File: src/hw/rtl/vlsds_pkg.sv
// ---------------------------------------------------------------------------
// vlsds_pkg: shared types and constants for the value list block
// Opcodes, status codes, controller states and field widths.
// ---------------------------------------------------------------------------
`default_nettype none
package vlsds_pkg;
	localparam int DEF_LIST_DEPTH = 64;
	localparam int VAL_W = 31;
	localparam int POS_W = 6;
	localparam int CNT_W = 7;

	typedef enum logic [2:0] {
		OP_APPEND   = 3'd0,
		OP_FIND     = 3'd1,
		OP_DEL_ONE  = 3'd2,
		OP_DEL_ALL  = 3'd3,
		OP_LIST     = 3'd4,
		OP_LIST_ASC = 3'd5,
		OP_LIST_DSC = 3'd6,
		OP_NONE     = 3'd7
	} op_t;

	typedef enum logic [1:0] {
		ST_OK    = 2'd0,
		ST_NOTFD = 2'd1,
		ST_EMPTY = 2'd2,
		ST_FULL  = 2'd3
	} status_t;

	typedef enum logic [2:0] {
		S_IDLE,
		S_RD,
		S_EV,
		S_SH_RD,
		S_SH_EV,
		S_EMIT
	} state_t;
endpackage
`default_nettype wire

File: src/hw/rtl/vlsds_store.sv
// ---------------------------------------------------------------------------
// vlsds_store: entry memory
// One write port and one read port; read data is registered.
// ---------------------------------------------------------------------------
`default_nettype none
module vlsds_store #(
	parameter int DEPTH = vlsds_pkg::DEF_LIST_DEPTH,
	parameter int AW = 6
) (
	input  wire logic                       clk,
	input  wire logic                       we,
	input  wire logic [AW-1:0]              waddr,
	input  wire logic [vlsds_pkg::VAL_W-1:0] wdata,
	input  wire logic [AW-1:0]              raddr,
	output logic      [vlsds_pkg::VAL_W-1:0] rdata
);
	import vlsds_pkg::*;

	logic [VAL_W-1:0] mem [DEPTH];

	// Write port.
	always_ff @(posedge clk) begin
		if (we) begin
			mem[waddr] <= wdata;
		end
	end

	// Registered read port.
	always_ff @(posedge clk) begin
		rdata <= mem[raddr];
	end
endmodule
`default_nettype wire

File: src/hw/rtl/value_list_search_delete_sort.sv
// ---------------------------------------------------------------------------
// value_list_search_delete_sort: ordered value list with search and sort
// Append, find, delete first, delete all and three kinds of listing over
// a list kept in one synchronous memory with a fill count.
// ---------------------------------------------------------------------------
// Flow: append and commands on an empty list go from idle straight to the emit
// state. Find and delete walk the entries with a read state and a compare
// state per entry; delete first then shifts later entries, one read and write each.
// Stored listing emits one result per entry read; sorted listings scan the
// whole list once per result, set by the single memory read port. Results
// wait in the emit state while the output register is held. Reset empties the list; memory is not cleared.
`default_nettype none
module value_list_search_delete_sort #(
	parameter int LIST_DEPTH = vlsds_pkg::DEF_LIST_DEPTH
) (
	input  wire logic                         clk,
	input  wire logic                         arst_n,
	input  wire logic                         cmd_valid,
	output logic                              cmd_ready,
	input  wire logic [2:0]                   opcode,
	input  wire logic [vlsds_pkg::VAL_W-1:0]  operand_value,
	output logic                              res_valid,
	input  wire logic                         res_ready,
	output logic      [1:0]                   status,
	output logic      [vlsds_pkg::VAL_W-1:0]  item_value,
	output logic      [vlsds_pkg::POS_W-1:0]  position,
	output logic      [vlsds_pkg::CNT_W-1:0]  removed_count,
	output logic                              last_flag
);
	import vlsds_pkg::*;

	localparam int AW = (LIST_DEPTH > 1) ? $clog2(LIST_DEPTH) : 1;
	localparam int CW = $clog2(LIST_DEPTH + 1);
	localparam int KW = VAL_W + AW;

	state_t state_q, state_d, ret_q, ret_d;
	op_t op_q;
	logic [VAL_W-1:0] val_q;
	logic [CW-1:0] fill_q, fill_d, i_q, i_d, j_q, j_d, k_q, k_d;
	logic [AW-1:0] first_q, first_d;
	logic found_q, found_d, has_prev_q, has_prev_d;
	logic [KW-1:0] best_q, best_d, prev_q, prev_d;

	// Pending result.
	logic [1:0] rs_st_q, rs_st_d;
	logic [VAL_W-1:0] rs_val_q, rs_val_d;
	logic [AW-1:0] rs_pos_q, rs_pos_d;
	logic [CW-1:0] rs_cnt_q, rs_cnt_d;
	logic rs_last_q, rs_last_d;

	// Output register.
	logic out_v_q;
	logic [1:0] out_st_q;
	logic [VAL_W-1:0] out_val_q;
	logic [AW-1:0] out_pos_q;
	logic [CW-1:0] out_cnt_q;
	logic out_last_q;

	logic mem_we;
	logic [AW-1:0] mem_waddr, mem_raddr;
	logic [VAL_W-1:0] mem_wdata, rdata;

	logic take, slot_free, emit;
	logic [CW-1:0] i_inc, i_inc2, j_inc;
	logic at_last, hit, qual, better, asc;
	logic [KW-1:0] key, best_n;

	vlsds_store #(.DEPTH(LIST_DEPTH), .AW(AW)) u_store (
		.clk(clk), .we(mem_we), .waddr(mem_waddr), .wdata(mem_wdata),
		.raddr(mem_raddr), .rdata(rdata)
	);

	assign cmd_ready = (state_q == S_IDLE);
	assign take = cmd_valid && cmd_ready;
	assign slot_free = !out_v_q || res_ready;

	// Scan helpers.
	assign i_inc = i_q + CW'(1);
	assign i_inc2 = i_q + CW'(2);
	assign j_inc = j_q + CW'(1);
	assign at_last = (i_inc == fill_q);
	assign hit = (rdata == val_q);
	assign asc = (op_q == OP_LIST_ASC);
	assign key = {rdata, i_q[AW-1:0]};
	assign qual = !has_prev_q || (asc ? (key > prev_q) : (key < prev_q));
	assign better = !found_q || (asc ? (key < best_q) : (key > best_q));
	assign best_n = (qual && better) ? key : best_q;

	// Next state.
	always_comb begin
		state_d = state_q;
		ret_d = ret_q;
		unique case (state_q)
			S_IDLE: begin
				if (take && op_t'(opcode) != OP_NONE) begin
					if (op_t'(opcode) == OP_APPEND || fill_q == '0) begin
						state_d = S_EMIT;
						ret_d = S_IDLE;
					end else begin
						state_d = S_RD;
					end
				end
			end
			S_RD: state_d = S_EV;
			S_EV: begin
				case (op_q)
					OP_FIND: begin
						if (hit || at_last) begin
							state_d = S_EMIT;
							ret_d = S_IDLE;
						end else begin
							state_d = S_RD;
						end
					end
					OP_DEL_ONE: begin
						if (hit && !at_last) begin
							state_d = S_SH_RD;
						end else if (hit || at_last) begin
							state_d = S_EMIT;
							ret_d = S_IDLE;
						end else begin
							state_d = S_RD;
						end
					end
					OP_DEL_ALL: begin
						if (at_last) begin
							state_d = S_EMIT;
							ret_d = S_IDLE;
						end else begin
							state_d = S_RD;
						end
					end
					OP_LIST: begin
						state_d = S_EMIT;
						ret_d = at_last ? S_IDLE : S_RD;
					end
					default: begin
						if (at_last) begin
							state_d = S_EMIT;
							ret_d = (k_q + CW'(1) == fill_q) ? S_IDLE : S_RD;
						end else begin
							state_d = S_RD;
						end
					end
				endcase
			end
			S_SH_RD: state_d = S_SH_EV;
			S_SH_EV: begin
				if (i_inc2 == fill_q) begin
					state_d = S_EMIT;
					ret_d = S_IDLE;
				end else begin
					state_d = S_SH_RD;
				end
			end
			S_EMIT: begin
				if (slot_free) begin
					state_d = ret_q;
				end
			end
			default: state_d = S_IDLE;
		endcase
	end

	// Memory control, datapath updates and result preparation.
	always_comb begin
		mem_we = 1'b0;
		mem_waddr = fill_q[AW-1:0];
		mem_wdata = val_q;
		mem_raddr = i_q[AW-1:0];
		emit = 1'b0;
		fill_d = fill_q;
		i_d = i_q;
		j_d = j_q;
		k_d = k_q;
		first_d = first_q;
		found_d = found_q;
		has_prev_d = has_prev_q;
		best_d = best_q;
		prev_d = prev_q;
		rs_st_d = rs_st_q;
		rs_val_d = rs_val_q;
		rs_pos_d = rs_pos_q;
		rs_cnt_d = rs_cnt_q;
		rs_last_d = rs_last_q;
		unique case (state_q)
			S_IDLE: begin
				i_d = '0;
				j_d = '0;
				k_d = '0;
				found_d = 1'b0;
				has_prev_d = 1'b0;
				rs_val_d = operand_value;
				rs_last_d = 1'b1;
				rs_pos_d = '0;
				if (take && op_t'(opcode) == OP_APPEND) begin
					if (fill_q == CW'(LIST_DEPTH)) begin
						rs_st_d = ST_FULL;
						rs_cnt_d = fill_q;
					end else begin
						mem_we = 1'b1;
						mem_waddr = fill_q[AW-1:0];
						mem_wdata = operand_value;
						fill_d = fill_q + CW'(1);
						rs_st_d = ST_OK;
						rs_pos_d = fill_q[AW-1:0];
						rs_cnt_d = fill_q + CW'(1);
					end
				end else if (take && fill_q == '0) begin
					rs_st_d = ST_EMPTY;
					rs_cnt_d = '0;
					if (op_t'(opcode) == OP_LIST || op_t'(opcode) == OP_LIST_ASC ||
							op_t'(opcode) == OP_LIST_DSC) begin
						rs_val_d = '0;
					end
				end
			end
			S_RD: begin
				mem_raddr = i_q[AW-1:0];
			end
			S_EV: begin
				case (op_q)
					OP_FIND, OP_DEL_ONE: begin
						if (hit) begin
							rs_st_d = ST_OK;
							rs_pos_d = i_q[AW-1:0];
							first_d = i_q[AW-1:0];
							if (op_q == OP_DEL_ONE && at_last) begin
								fill_d = fill_q - CW'(1);
								rs_cnt_d = fill_q - CW'(1);
							end else begin
								rs_cnt_d = fill_q;
							end
						end else if (at_last) begin
							rs_st_d = ST_NOTFD;
							rs_pos_d = '0;
							rs_cnt_d = fill_q;
						end else begin
							i_d = i_inc;
						end
					end
					OP_DEL_ALL: begin
						// Compact survivors toward the front.
						if (!hit) begin
							mem_we = 1'b1;
							mem_waddr = j_q[AW-1:0];
							mem_wdata = rdata;
							j_d = j_inc;
						end else if (!found_q) begin
							found_d = 1'b1;
							first_d = i_q[AW-1:0];
						end
						i_d = i_inc;
						if (at_last) begin
							if (found_q || hit) begin
								fill_d = hit ? j_q : j_inc;
								rs_st_d = ST_OK;
								rs_pos_d = found_q ? first_q : i_q[AW-1:0];
								rs_cnt_d = fill_q - (hit ? j_q : j_inc);
							end else begin
								rs_st_d = ST_NOTFD;
								rs_pos_d = '0;
								rs_cnt_d = '0;
							end
						end
					end
					OP_LIST: begin
						rs_st_d = ST_OK;
						rs_val_d = rdata;
						rs_pos_d = i_q[AW-1:0];
						rs_cnt_d = fill_q;
						rs_last_d = at_last;
						i_d = i_inc;
					end
					default: begin
						// Selection over (value, index) pairs: one full scan per rank.
						// A candidate is held only once a qualifying key has been seen.
						best_d = best_n;
						found_d = found_q || qual;
						i_d = i_inc;
						if (at_last) begin
							rs_st_d = ST_OK;
							rs_val_d = best_n[KW-1:AW];
							rs_pos_d = k_q[AW-1:0];
							rs_cnt_d = fill_q;
							rs_last_d = (k_q + CW'(1) == fill_q);
							prev_d = best_n;
							has_prev_d = 1'b1;
							found_d = 1'b0;
							k_d = k_q + CW'(1);
							i_d = '0;
						end
					end
				endcase
			end
			S_SH_RD: begin
				mem_raddr = i_inc[AW-1:0];
			end
			S_SH_EV: begin
				mem_we = 1'b1;
				mem_waddr = i_q[AW-1:0];
				mem_wdata = rdata;
				i_d = i_inc;
				if (i_inc2 == fill_q) begin
					fill_d = fill_q - CW'(1);
					rs_cnt_d = fill_q - CW'(1);
				end
			end
			S_EMIT: begin
				emit = slot_free;
			end
			default: ;
		endcase
	end

	// Control registers.
	always_ff @(posedge clk or negedge arst_n) begin
		if (!arst_n) begin
			state_q <= S_IDLE;
			ret_q <= S_IDLE;
			fill_q <= '0;
			out_v_q <= 1'b0;
		end else begin
			state_q <= state_d;
			ret_q <= ret_d;
			fill_q <= fill_d;
			if (emit) begin
				out_v_q <= 1'b1;
			end else if (res_ready) begin
				out_v_q <= 1'b0;
			end
		end
	end

	// Datapath registers.
	always_ff @(posedge clk) begin
		if (take) begin
			op_q <= op_t'(opcode);
			val_q <= operand_value;
		end
		i_q <= i_d;
		j_q <= j_d;
		k_q <= k_d;
		first_q <= first_d;
		found_q <= found_d;
		has_prev_q <= has_prev_d;
		best_q <= best_d;
		prev_q <= prev_d;
		rs_st_q <= rs_st_d;
		rs_val_q <= rs_val_d;
		rs_pos_q <= rs_pos_d;
		rs_cnt_q <= rs_cnt_d;
		rs_last_q <= rs_last_d;
		if (emit) begin
			out_st_q <= rs_st_q;
			out_val_q <= rs_val_q;
			out_pos_q <= rs_pos_q;
			out_cnt_q <= rs_cnt_q;
			out_last_q <= rs_last_q;
		end
	end

	assign res_valid = out_v_q;
	assign status = out_st_q;
	assign item_value = out_val_q;
	assign position = POS_W'(out_pos_q);
	assign removed_count = CNT_W'(out_cnt_q);
	assign last_flag = out_last_q;

	// The fill count never passes the capacity.
	a_fill_cap: assert property (@(posedge clk) disable iff (!arst_n)
		fill_q <= CW'(LIST_DEPTH))
		else $error("fill count above capacity");

	// An append into a list with room grows it by one.
	a_append_grow: assert property (@(posedge clk) disable iff (!arst_n)
		take && op_t'(opcode) == OP_APPEND && fill_q != CW'(LIST_DEPTH)
		|=> fill_q == $past(fill_q) + CW'(1))
		else $error("append did not grow the list");

	// Memory writes stay inside the held entries, except an append.
	a_write_range: assert property (@(posedge clk) disable iff (!arst_n)
		mem_we && state_q != S_IDLE |-> CW'(mem_waddr) < fill_q)
		else $error("write outside the held entries");

	// A result is loaded only from the emit state.
	a_emit_state: assert property (@(posedge clk) disable iff (!arst_n)
		emit |-> state_q == S_EMIT && slot_free)
		else $error("result loaded outside emit");
endmodule
`default_nettype wire

File: config.mk
export PLATFORM = sky130hd
export DESIGN_NAME = value_list_search_delete_sort
export DESIGN_NICKNAME = d
export VERILOG_FILES = /design/src/hw/rtl/vlsds_pkg.sv /design/src/hw/rtl/vlsds_store.sv /design/src/hw/rtl/value_list_search_delete_sort.sv
export SDC_FILE = /design/constraint.sdc
export NUM_CORES = 2
export LEC_CHECK = 0
export BUFFER_PORTS_ARGS = -buffer_cell sky130_fd_sc_hd__buf_2
export CAP_MARGIN = 25
export CELL_PAD_IN_SITES_DETAIL_PLACEMENT = 1
export CELL_PAD_IN_SITES_GLOBAL_PLACEMENT = 2
export CORE_MARGIN = 5
export CORE_UTILIZATION = 38
export DETAILED_ROUTE_END_ITERATION = 12
export PLACE_DENSITY_LB_ADDON = 0.1
export SLEW_MARGIN = 20
export SYNTH_ARGS = -nofsm -noshare
export SYNTH_HDL_FRONTEND = slang
export SYNTH_SLANG_ARGS = --single-unit
File: constraint.sdc
create_clock -name clk -period 5.07 [get_ports clk]
set_input_delay 0 -clock clk [delete_from_list [all_inputs] [get_ports clk]]
set_output_delay 0 -clock clk [all_outputs]
set_load 0.05 [all_outputs]
* Word level (Yosys, flattened, before mapping) *
Memories as Yosys holds them, arrays and structs flattened. A register that Yosys moved wholly into a read port is not among the register bits.
Cells that the tools add are included.

word-level totals
  bits in writable memories = 1984
  bits in registers = 245
  output and inout port bits = 49
  memories = 1

memory list
  memory       depth  width  rd ports  clocked after memory_dff  write ports  RTL line           text
  u_store.mem  64     31     1         1                         1            vlsds_store.sv:19  logic [VAL_W-1:0] mem [DEPTH];

operators by class
  multiplexer cells = 109
  $lt $le $gt $ge = 4
  bitwise logic cells = 1
  add/subtract/negate cells = 7
  eq/ne operators = 44
  reduce and logical (&&, ||, !) cells = 46

operator list
  operator                                      number
  2-to-1 mux 31 bit                             8
  2-to-1 mux 7 bit                              20
  one-hot mux 31 bit (2 select lines)           2
  one-hot mux 31 bit (3 select lines)           1
  one-hot mux 7 bit (3 select lines)            4
  2-to-1 mux 6 bit                              13
  greater-than comparator 37 bit                2
  less-than comparator 37 bit                   2
  one-hot mux 7 bit (2 select lines)            4
  2-to-1 mux 3 bit                              14
  2-to-1 mux 37 bit                             1
  one-hot mux 6 bit (2 select lines)            3
  == test 31 bit                                1
  != test 3 bit (second input constant)         10
  adder 7 x 1 -> 7 bit (second input constant)  4
  == test 3 bit (second input constant)         7
  == test 7 bit                                 3
  2-to-1 mux 1 bit                              19
  != test 2 bit (second input constant)         9
  one-hot mux 3 bit (3 select lines)            2
  one-hot mux 3 bit (6 select lines)            1
  one-hot mux 6 bit (3 select lines)            1
  AND reduction 3 bit                           5
  2-to-1 mux 2 bit                              7
  30 further kinds                              68

* Longest topological paths before layout *
  word-level depth = 8
  depth in mapped cells = 15
  gate-level depth less buffers = 14

* Cells and area by module *
A second synthesis with hierarchy kept.

second synthesis, totals
  cell total of the unflattened synthesis = 4743
  area total of the unflattened synthesis = 90493.0 um^2

modules (own cells, without submodules)
  module                         cells an instance  instances  area each (um^2)
  vlsds_store                    3423               1          76502.1
  value_list_search_delete_sort  1320               1          13990.9

* Least setup slack after synthesis *
No wires, ideal clock.

  kind = register to register
  start = register state_q[0]
  end = memory u_store.mem[10][0] (enable)
  required time = 4.651 ns
  stages on the path, launching flop included = 12
  path slack = -0.651 ns
  setup time = 0.419 ns
  path buffers = 2
  data arrival time = 5.302 ns
  path through = dfrtp_1 > clkbuf_1 > or2_2 > clkbuf_1 > nor2_1 > and2_1 > nand2_1 > nor2_2 > o311ai_2 > nor2b_1 > nand2_1 > nor2_1

on the way
  longest elaborated chain between the ends = 7
  elaborated cells on any way between the ends = 10
  classes of those cells = eq/ne: 2; mux: 5; reduce/logical: 3

ends and longest elaborated chain
  item                                    RTL line                              text
  start: declaration                      value_list_search_delete_sort.sv:36   state_t state_q, state_d, ret_q, ret_d;
  start signal: assignment                value_list_search_delete_sort.sv:324  state_q <= state_d;
  zero test 3 bit                         value_list_search_delete_sort.sv:73   assign cmd_ready = (state_q == S_IDLE);
  net cmd_ready                           value_list_search_delete_sort.sv:19   output logic cmd_ready,
  logical AND 1 bit                       value_list_search_delete_sort.sv:74   assign take = cmd_valid && cmd_ready;
  net take                                value_list_search_delete_sort.sv:63   logic take, slot_free, emit;
  logical AND 1 bit                       value_list_search_delete_sort.sv:196  if (take && op_t'(opcode) == OP_APPEND) begin
  2-to-1 mux 1 bit                        value_list_search_delete_sort.sv:196
  one-hot mux 1 bit (3 select lines)      value_list_search_delete_sort.sv:186  unique case (state_q)
  2-to-1 mux 1 bit                        vlsds_store.sv:23                     if (we) begin
  2-to-1 mux 1 bit (implied by the code)  vlsds_store.sv:24                     mem[waddr] <= wdata;
  end: declaration                        vlsds_store.sv:19

The timed path passes the listed nets, and every way through them passes these cells.

* Worst setup path after layout *
  start = register u_store.rdata[28] (netlist name), read port of u_store.mem
  end = memory u_store.mem[60][29] (enable)

on the way
  longest elaborated chain between the ends = 6
  elaborated cells on any way between the ends = 9
  classes of those cells = eq/ne: 1; mux: 8

ends and longest elaborated chain
  item                                    RTL line                              text
  start: declaration                      vlsds_store.sv:15                     output logic [vlsds_pkg::VAL_W-1:0] rdata
  == test 31 bit *                        value_list_search_delete_sort.sv:82   assign hit = (rdata == val_q);
  2-to-1 mux 1 bit                        value_list_search_delete_sort.sv:244  if (!hit) begin
  2-to-1 mux 1 bit                        value_list_search_delete_sort.sv:222  case (op_q)
  one-hot mux 1 bit (3 select lines)      value_list_search_delete_sort.sv:186
  2-to-1 mux 1 bit                        vlsds_store.sv:23
  2-to-1 mux 1 bit (implied by the code)  vlsds_store.sv:24

Every way passes the cells marked *; elsewhere a longest branch is shown, timed or not.

==> impl_metrics.env <==
export IMPL_grt_pass1_vias=48100
export IMPL_dieArea_um2=247000
export IMPL_place_congestion=0.799
export IMPL_cts_sink_count=2258
export IMPL_syn_cell_area_um2=90300
export IMPL_drive_above_1_share=0.299
export IMPL_crit_path_start_kind="flip-flop"
export IMPL_synth_seq_area_share=0.747
export IMPL_grt_start_max_net_pins=65
export IMPL_reg2reg_from="u_store.rdata[28]$_DFF_P_"
export IMPL_rsz0062_at_grt="no"
export IMPL_crit_chain="xor2_1, nor4_1, buf_4, nand4_1, nor2_2, nor3_1, a221oi_1, nor2b_1, nand2_1, nor2_4, buf_4"
export IMPL_dp_cells=7605
export IMPL_syn_to_final_growth_pct=18.2
export IMPL_clkTransAtPathRegs_ns=0.06
export IMPL_hold_viol_final=0
export IMPL_gr_usage_met2=0.338
export IMPL_p_sw_uw=24100
export IMPL_use_met3=0.0271
export IMPL_wl_per_cell_um=31.2
export IMPL_syn_inst=4281
export IMPL_p_leak_uw=0.0345
export IMPL_fin_total_pwr_uw=69100
export IMPL_crit_arrival_ns=5.26
export IMPL_synth_edf_count=2215
export IMPL_met1_usage=0.292
export IMPL_vias_per_cell=5.53
export IMPL_finClkSkew_ns=0.0786
export IMPL_ant_nets=0
export IMPL_nets=4876
export IMPL_ir_worst_vdd_v=0.000464
export IMPL_holdPathEnd="rs_val_q[7]$_DFFE_PP_"
export IMPL_cts_root_buf="clkbuf_16"
export IMPL_hold_start="operand_value[7]"
export IMPL_track_usage=0.204
export IMPL_powerDensity_nw_per_um2=647
export IMPL_seqPwrFrac=0.363
export IMPL_finalCritPeriodShare=0.929
export IMPL_grt_busiest_layer="met2"
export IMPL_r2r_setup_slack_ns=0.36
export IMPL_drc_errors=0
export IMPL_drtPass1Iterations=6
export IMPL_synth_common_cells="2215 x edfxtp_1, 651 x mux4_2, 139 x nor2_1, 136 x clkbuf_1, 119 x inv_1"
export IMPL_synth_most_common_cell="edfxtp_1"
export IMPL_ys_top_cells_by_area="edfxtp_1 74%, mux4_2 16%, ha_1 1.2%, dfxtp_1 0.69%, nand3_1 0.59%"
export IMPL_antenna_found_initial=16
export IMPL_intPower_uw=45100
export IMPL_clk_path_buf_depth=3
export IMPL_rr_endpoint="u_store.mem[60][29]$_DFFE_PP_"
export IMPL_cts_tree="done"
export IMPL_io_pins=87
export IMPL_drt_iter0_drc=3992
export IMPL_cts_htree_levels=4
export IMPL_ys_ff_latch=2258
export IMPL_worstMarginPinSlew_ns=1.02
export IMPL_die_height_um=497
export IMPL_cp_max_fo=20
export IMPL_rows=179
export IMPL_combPwrFrac=0.385
export IMPL_cpMostUsedCell="buf_4"
export IMPL_cts_buffers=241
export IMPL_yosys_warnings=0
export IMPL_overflow=0
export IMPL_critPathSlowestCell="nor2_4"
export IMPL_dpl_hpwl_um=158000
export IMPL_end_kind="flip-flop"
export IMPL_grt_pass1_wl_um=368000
export IMPL_worstSetupPathType="flip-flop to flip-flop"
export IMPL_synth_top_area_cell="edfxtp_1"
export IMPL_setup_viol=0
export IMPL_die_x_um=497
export IMPL_max_freq_mhz=212
export IMPL_yosys_area_top_type_share=0.737
export IMPL_initial_core_util=0.381
export IMPL_synth_net_count=4403
export IMPL_crit_family="simple AND/OR/NAND/NOR gates"
export IMPL_min_path_type="input pin to flip-flop"
export IMPL_cap_violations=0
export IMPL_ys_flop_type="edfxtp_1"
export IMPL_clkPwrFrac=0.252
export IMPL_final_cell_area_um2=107000
export IMPL_relSlewSlack=0.313
export IMPL_synthArstFlopShare=0.00531
export IMPL_status="complete, no violations"
export IMPL_synth_avg_cell_area_um2=21.1
export IMPL_swShare=0.348
export IMPL_path_buf_inv=2
export IMPL_min_period_ns=4.71
export IMPL_worstSkewPairLatency_ns=0.91
export IMPL_dpl_instance_area_um2=98200
export IMPL_finalNonFillerCells=8138
export IMPL_vias=45000
export IMPL_hold_depth=4
export IMPL_wl_um=254000
export IMPL_rr_worst_depth=11
export IMPL_crit_path_max_incr_delay_ns=0.81
export IMPL_drv_slew=0
export IMPL_portBuffers=86
export IMPL_synth_distinct_cells=71
export IMPL_core_area_um2=237000
export IMPL_crit_required_ns=5.62
export IMPL_setup_tns_final_ns=0
power by group through the flow:
| stage | logic (uW) | registers [uW] | clock network (uW) |
|---|---|---|---|
| floorplan | 15900 | 25400 | 0 |
| global placement | 26900 | 25400 | 0 |
| detailed placement | 27100 | 25500 | 0 |
| CTS | 27200 | 25100 | 17900 |
| global route | 28400 | 25200 | 18700 |
| finish | 26600 | 25100 | 17400 |
worst reg2reg max path, delay by kind of cell (launching register included):
family	cells	cell delay (ns)
AND/OR/NAND/NOR	7	2.79
flip-flops	1	0.52
buffers and inverters	2	0.50
AO/OA/AOI/OAI	1	0.36
XOR/XNOR	1	0.24
per-stage QoR:
step                hold WS (ns)  utilization  setup WS (ns)
floorplan                 -0.296            -          0.136
global placement         -0.0519        0.414          0.410
detailed placement       -0.0521        0.414          0.425
CTS                      0.00496        0.450          0.335
global route              0.0391        0.450          0.144
finish                    0.0668        0.450          0.359
cell type report:
type,instances,area [um^2]
fillers,21600,130000
flip-flops and latches,2258,67400
multi-input cells,1672,22100
clock buffers,295,6240
repair buffers,460,4950
well taps,3167,3960
clock inverters,159,1600
inverters,121,454
diodes,6,15.0
logic make-up (layout without fill, tap and decap cells):
logic type,after synthesis,count (layout),share of synthesized area
multiplexers,663,663,0.164
XOR/XNOR,94,94,0.00952
adder cells (fa/ha/maj),86,86,0.0119
AO/OA/AOI/OAI,341,341,0.0263
AND/OR/NAND/NOR,488,488,0.0264
other,0,6,0
buffers and inverters,351,1035,0.0154
flip-flops,2258,2258,0.747
cells in the final DEF, fill, tap and decap left out, types with 58 or more instances in the layout:
| cell type | n |
|---|---|
| buf_4 | 179 |
| nor2_4 | 66 |
| nand3_1 | 105 |
| clkbuf_16 | 241 |
| buf_12 | 122 |
| edfxtp_1 | 2215 |
| o21ai_0 | 79 |
| ha_1 | 84 |
| inv_1 | 97 |
| buf_2 | 86 |
| clkinv_2 | 58 |
| dlygate4sd3_1 | 73 |
| clkinv_1 | 70 |
| nor2_1 | 71 |
| mux4_2 | 651 |
| nand2_1 | 91 |
metal layers:
layer | part of all wire | vias to the layer above
met3 | 0.040 | 300
met4 | 0.019 | 2
met2 | 0.49 | 1021
met1 | 0.45 | 24700
li1 | - | 19000
met5 | 0.000051 | -
registers in the layout, indices dropped and copies added, names as in the netlist, 7 cells and up:
name / flops
item_value: 31
j_q: 7
val_q: 31
u_store.mem: 1984
i_q: 7
u_store.rdata: 31
prev_q: 37
best_q: 37
rs_val_q: 31
removed_count: 7
fill_q: 7
k_q: 7
rs_cnt_q: 7
timing repair:
action,4_1_cts,5_1_grt
resized for setup,0,0
buffers inserted,0,0
hold buffers,73,0
endpoints found under the hold margin,794,0
how the worst max path moves through the flow:
stage,start,endpoint,slack (ns),cells after the start
global placement,u_store.rdata[29]$_DFF_P_,u_store.mem[62][23]$_DFFE_PP_,0.41,11
detailed placement,u_store.rdata[29]$_DFF_P_,u_store.mem[60][23]$_DFFE_PP_,0.43,11
CTS,u_store.rdata[7]$_DFF_P_,u_store.mem[60][29]$_DFFE_PP_,0.33,12
floorplan,state_q[0]$_DFFE_PN0P_,u_store.mem[0][0]$_DFFE_PP_,0.14,11
global route,u_store.rdata[7]$_DFF_P_,u_store.mem[60][29]$_DFFE_PP_,0.14,12
finish,u_store.rdata[28]$_DFF_P_,u_store.mem[60][29]$_DFFE_PP_,0.36,11
Note: power is estimated with default switching activity, not from simulation.
